===== src/rtl/acs_pkg.sv =====
package acs_pkg;

    localparam int C_MEM_BYTES = 1536;
    localparam int C_ADDR_W    = 11;
    localparam int C_DATA_W    = 8;

    localparam logic [7:0] OP_LDI = 8'h50;
    localparam logic [7:0] OP_STA = 8'h51;
    localparam logic [7:0] OP_ADD = 8'h5A;
    localparam logic [7:0] OP_SUB = 8'h5B;
    localparam logic [7:0] OP_JMP = 8'h6E;
    localparam logic [7:0] OP_BNE = 8'h70;
    localparam logic [7:0] OP_HLT = 8'hFF;

    typedef enum logic [1:0] {
        CMD_WR  = 2'd0,
        CMD_RD  = 2'd1,
        CMD_EXA = 2'd2,
        CMD_EXP = 2'd3
    } t_cmd;

    typedef enum logic [2:0] {
        ST_OK      = 3'd0,
        ST_HALT    = 3'd1,
        ST_BADOP   = 3'd2,
        ST_PASTTOP = 3'd3,
        ST_BADADDR = 3'd4
    } t_status;

    typedef enum logic [2:0] {
        MS_CLR = 3'd0,
        MS_A   = 3'd1,
        MS_A1  = 3'd2,
        MS_A2  = 3'd3,
        MS_A3  = 3'd4,
        MS_TGT = 3'd5
    } t_msel;

    typedef enum logic [2:0] {
        CAP_NONE = 3'd0,
        CAP_OP   = 3'd1,
        CAP_B1   = 3'd2,
        CAP_B2   = 3'd3,
        CAP_B3   = 3'd4
    } t_cap;

    typedef struct packed {
        logic  clr;
        logic  load;
        logic  check;
        logic  rd;
        t_msel msel;
        t_cap  cap;
        logic  rdat;
        logic  exec;
        logic  res_load;
    } t_dp_cmd;

    typedef struct packed {
        t_cmd cmd;
        logic start_ok;
        logic clr_last;
        logic out_free;
    } t_dp_stat;

endpackage


===== src/rtl/acs_ctrl.sv =====
module acs_ctrl (
    input  logic              i_clk,
    input  logic              i_rst_n,
    input  logic              i_valid,
    output logic              o_ready,
    input  acs_pkg::t_dp_stat i_stat,
    output acs_pkg::t_dp_cmd  o_cmd
);
    import acs_pkg::*;

    typedef enum logic [11:0] {
        S_CLEAR = 12'b0000_0000_0001,
        S_IDLE  = 12'b0000_0000_0010,
        S_CHECK = 12'b0000_0000_0100,
        S_RREQ  = 12'b0000_0000_1000,
        S_RDAT  = 12'b0000_0001_0000,
        S_F0    = 12'b0000_0010_0000,
        S_F1    = 12'b0000_0100_0000,
        S_F2    = 12'b0000_1000_0000,
        S_F3    = 12'b0001_0000_0000,
        S_F4    = 12'b0010_0000_0000,
        S_EXEC  = 12'b0100_0000_0000,
        S_DONE  = 12'b1000_0000_0000
    } t_state;

    t_state r_state, n_state;

    always_ff @(posedge i_clk) begin
        if (!i_rst_n) begin
            r_state <= S_CLEAR;
        end else begin
            r_state <= n_state;
        end
    end

    always_comb begin
        n_state        = r_state;
        o_ready        = 1'b0;
        o_cmd          = '0;
        o_cmd.msel     = MS_A;
        o_cmd.cap      = CAP_NONE;
        case (r_state)
            S_CLEAR: begin
                o_cmd.clr  = 1'b1;
                o_cmd.msel = MS_CLR;
                if (i_stat.clr_last) n_state = S_IDLE;
            end
            S_IDLE: begin
                o_ready    = 1'b1;
                o_cmd.load = i_valid;
                if (i_valid) n_state = S_CHECK;
            end
            S_CHECK: begin
                o_cmd.check = 1'b1;
                if (!i_stat.start_ok || i_stat.cmd == CMD_WR) n_state = S_DONE;
                else if (i_stat.cmd == CMD_RD)                 n_state = S_RREQ;
                else                                           n_state = S_F0;
            end
            S_RREQ: begin
                o_cmd.rd = 1'b1;
                n_state  = S_RDAT;
            end
            S_RDAT: begin
                o_cmd.rdat = 1'b1;
                n_state    = S_DONE;
            end
            S_F0: begin
                o_cmd.rd = 1'b1;
                n_state  = S_F1;
            end
            S_F1: begin
                o_cmd.rd   = 1'b1;
                o_cmd.msel = MS_A1;
                o_cmd.cap  = CAP_OP;
                n_state    = S_F2;
            end
            S_F2: begin
                o_cmd.rd   = 1'b1;
                o_cmd.msel = MS_A2;
                o_cmd.cap  = CAP_B1;
                n_state    = S_F3;
            end
            S_F3: begin
                o_cmd.rd   = 1'b1;
                o_cmd.msel = MS_A3;
                o_cmd.cap  = CAP_B2;
                n_state    = S_F4;
            end
            S_F4: begin
                o_cmd.cap = CAP_B3;
                n_state   = S_EXEC;
            end
            S_EXEC: begin
                o_cmd.exec = 1'b1;
                o_cmd.msel = MS_TGT;
                n_state    = S_DONE;
            end
            S_DONE: begin
                if (i_stat.out_free) begin
                    o_cmd.res_load = 1'b1;
                    n_state        = S_IDLE;
                end
            end
            default: n_state = S_CLEAR;
        endcase
    end

endmodule


===== config.mk =====
export PLATFORM = sky130hd
export DESIGN_NAME = acs_ctrl
export DESIGN_NICKNAME = d
export VERILOG_FILES = /design/src/rtl/acs_pkg.sv /design/src/rtl/acs_ctrl.sv
export SDC_FILE = /design/constraint.sdc
export NUM_CORES = 1
export LEC_CHECK = 0
export ABC_AREA = 1
export BUFFER_PORTS_ARGS = -buffer_cell sky130_fd_sc_hd__buf_2
export CAP_MARGIN = 40
export CORE_MARGIN = 2
export CORE_UTILIZATION = 53
export CTS_CLUSTER_DIAMETER = 150
export CTS_CLUSTER_SIZE = 28
export DETAILED_ROUTE_END_ITERATION = 8
export PLACE_DENSITY = 0.89
export REMOVE_ABC_BUFFERS = 1
export SYNTH_ARGS = -nofsm -noshare
export SYNTH_HDL_FRONTEND = slang
export SYNTH_SLANG_ARGS = --single-unit

===== constraint.sdc =====
create_clock -name i_clk -period 2.25 [get_ports i_clk]
set_input_delay 0.1125 -clock i_clk [delete_from_list [all_inputs] [get_ports i_clk]]
set_output_delay 0.1125 -clock i_clk [all_outputs]
set_load 0.01 [all_outputs]

==> summary.log <==
INFO  drt            detail_route.wl_per_cell=11.12microns
INFO  timing         final_critical_path_setup_slack=0.6428ns
INFO  timing         max_clk_rate=622.2MHz
INFO  drt            drt_pre_antenna_iters=5
INFO  synthesis      syn_area=744.5squm
INFO  setup_path     worst_setup_path_start_kind=register
INFO  global_route   grt_first_pass_wirelength=3.084mm
INFO  synthesis      postSynthRegisterBits=12
INFO  setup_path     worst_r2r_startpoint=r_state[6]
INFO  clocking       tritoncts=done
INFO  setup_path     cp_top_family=simple AND/OR/NAND/NOR gates
INFO  setup_path     critPathArrivalTime=1.49ns
INFO  layout         drive_above_1_share=0.2653
INFO  layout         most-common-layout-cells=nand2_1, inv_1, buf_2
INFO  power          power.net_switching=259.8uW
INFO  setup_path     path_common_cell=nand2_2
INFO  drt            first_iter_violations=13
INFO  layout         largestRegisters=r_state (12)
INFO  setup_path     cpMaxStageDelayCell=dfxtp_1
INFO  worst_hold_path holdPathStages=2
INFO  setup_path     worstPathBufferInverterCount=2
INFO  global_route   grt_util_all_layers=0.2274
INFO  power          power_frac_seq=0.374
INFO  global_route   grt_max_degree=10
INFO  synthesis      synth.yosys.seq_area_share=0.3227
INFO  drt            route.final.wire_length=1.801mm
INFO  timing         setup-tns-final=0ns
INFO  placement      gp_congestion=0.8936
INFO  setup_path     cpPeakStageDelay=0.32ns
INFO  layout         n_antenna_cell=0
INFO  layout         registers.top_by_ff_count=r_state
INFO  synthesis      syn-instance-count=123
INFO  placement      place.port_buffers=21
INFO  power          internal_power=391.5uW
INFO  layout         most_common_library_cell_in_the_layout_ignoring_fill_and_taps=nand2_1
INFO  timing         final.setup_skew=0.0001720ns
INFO  drt            drc_markers=0
INFO  global_route   vias_in_the_first_global_route=796
INFO  setup_path     critical_path.reg2reg.endpoint=r_state[10]
INFO  global_route   grt_overflow_total=0
INFO  synthesis      postSynthAreaPerCell=6.053squm
INFO  die            dieArea=1721squm
INFO  die            floorplan.initialDensity=0.5721
INFO  power          pwr-share-clk=0.196
INFO  die            boundaryPins=22
INFO  die            std_cell_rows=13
INFO  drt            detail_route.vias_per_cell=5.179
INFO  clocking       postCtsSetupBuffers=0
INFO  clocking       cts.sink_count=12
INFO  worst_hold_path hold-path-endpoint=r_state[3]
INFO  timing         final.min_clock_period=1.607ns
INFO  clocking       hold_bufs_at_cts=0
INFO  layout         largest_register_ff_count=12
INFO  power          power.static_leakage=0.5396nW
INFO  drt            num_vias=839
INFO  power          switching_share=0.3988
INFO  clocking       root_buffer_cell=clkbuf_4
INFO  die            die_span_x=41.48microns
INFO  setup_path     crit_fanout=5
INFO  setup_path     critical_path_depth=8
INFO  clocking       clkTransAtPathRegs=0.07ns
INFO  worst_hold_path hold_path_origin=i_stat[4]
INFO  layout         finish.net_count=157
INFO  global_route   antenna_found_initial=0
INFO  power          report.power.total=651.3uW
INFO  synthesis      synth.distinct_cells=18
INFO  timing         hold-worst-slack=0.03435ns
INFO  clocking       cts_resized=0
INFO  placement      dp.final_hpwl=1.506mm
INFO  outcome        outcome=finished clean
INFO  synthesis      yosys_warnings=0
INFO  setup_path     cp_data_required_time=2.14ns
INFO  layout         layout_area_growth_over_synthesis=19.66%
INFO  setup_path     setup.reg_to_reg.worst_slack=0.83ns
INFO  timing         rsz0062_at_grt=no
INFO  timing         hold_violations=0
INFO  timing         headroom_to_the_max_slew_limit=0.7953
INFO  drt            antenna_violating_nets_post_route=0
INFO  timing         max_slew.worst_pin.slew=0.3046ns
INFO  power          combinationalPowerShare=0.430
INFO  placement      dpl_worst_slack=0.8655ns
INFO  power          irDropWorstVdd=0.4308mV
INFO  clocking       cts-root-to-sink-buffers=2
INFO  setup_path     reg2regPathDepth=8
INFO  setup_path     worstSetupEndpointType=output port
INFO  timing         min_period_over_period=0.7143
INFO  clocking       cts-buffers-inserted=3
INFO  die            coreArea=1301squm
INFO  die            die_h=41.48microns
INFO  worst_hold_path hp-class=primary input to register
INFO  setup_path     setup.worst_path.class=register to output port
INFO  power          power_density=731.1nW/um^2
INFO  flow_run       timing.max_cap.violations=0
INFO  clocking       cts_htree_levels=1
INFO  setup_path     crit_chain=nor2_2 -> nand2_2 -> nor2_4 -> nand2_2 -> nand2_1 -> nor2_1 -> inv_1 -> buf_2
INFO  timing         timing.final.setup_violations=0
INFO  clocking       clock_insertion_delay_worst_skew=0.27ns
INFO  timing         report.final.slew_viol_count=0
area by class of cell:
class / count / area [sq um]
Sequential cell: 12 / 240.2
Multi-Input combinational cell: 84 / 402.9
Inverter: 27 / 101.3
Tap cell: 15 / 18.77
Timing Repair Buffer: 21 / 105.1
Fill cell: 125 / 410.4
Clock buffer: 3 / 22.52
synth_stat cells (all sizes together):
library cell  count  area, sq um
nor3              9        45.04
inv              26        97.59
o21ai             2        10.00
a21oi             2        10.01
nand2            35        146.4
nand3             7        40.04
dfxtp            12        240.2
nor4b             1        15.01
nor2             26        122.6
a31oi             1        6.260
clkinv            1        3.750
nand3b            1        7.510
metal layers:
| metal | GRT usage | wire (microns) |
|---|---|---|
| met4 | 0.1677 | 85 |
| met1 | 0.2547 | 734 |
| met3 | 0.03913 | 115 |
| met5 | 0 | 0 |
| met2 | 0.3813 | 865 |
per-stage QoR:
stage / cell area, sq um / util / instances
after CTS: 890.9 / 0.6846 / 162
after global routing: 890.9 / 0.6846 / 162
final: 890.9 / 0.6846 / 162
after global placement: 868.3 / 0.6673 / 159
after floorplan: 744.5 / - / 123
after detailed placement: 868.3 / 0.6673 / 159
worst max path at each step:
| stage | from | endpoint | slack (ns) |
|---|---|---|---|
| after floorplan | r_state[4] | r_state[1] | 1.01 |
| after global placement | r_state[6] | r_state[2] | 0.86 |
| after detailed placement | r_state[6] | r_state[10] | 0.87 |
| after CTS | r_state[2] | o_cmd[9] | 0.65 |
| after global routing | r_state[10] | o_cmd[9] | 0.52 |
| final | r_state[2] | o_cmd[9] | 0.64 |
cell families (layout without fill, tap and decap cells):
logic type,Yosys count,after routing,share of synthesized area
simple gates,79,79,0.5059
buf+inv,27,51,0.1361
compound gates,5,5,0.03529
flops,12,12,0.3227
power by group through the flow:
stage / logic [mW] / registers (mW) / clock network, mW
floorplan: 0.202 / 0.245 / 0
global placement: 0.270 / 0.247 / 0
detailed placement: 0.279 / 0.248 / 0
CTS: 0.279 / 0.243 / 0.129
global route: 0.305 / 0.245 / 0.141
finish: 0.280 / 0.244 / 0.128
Power figures use the tool's default switching activity.
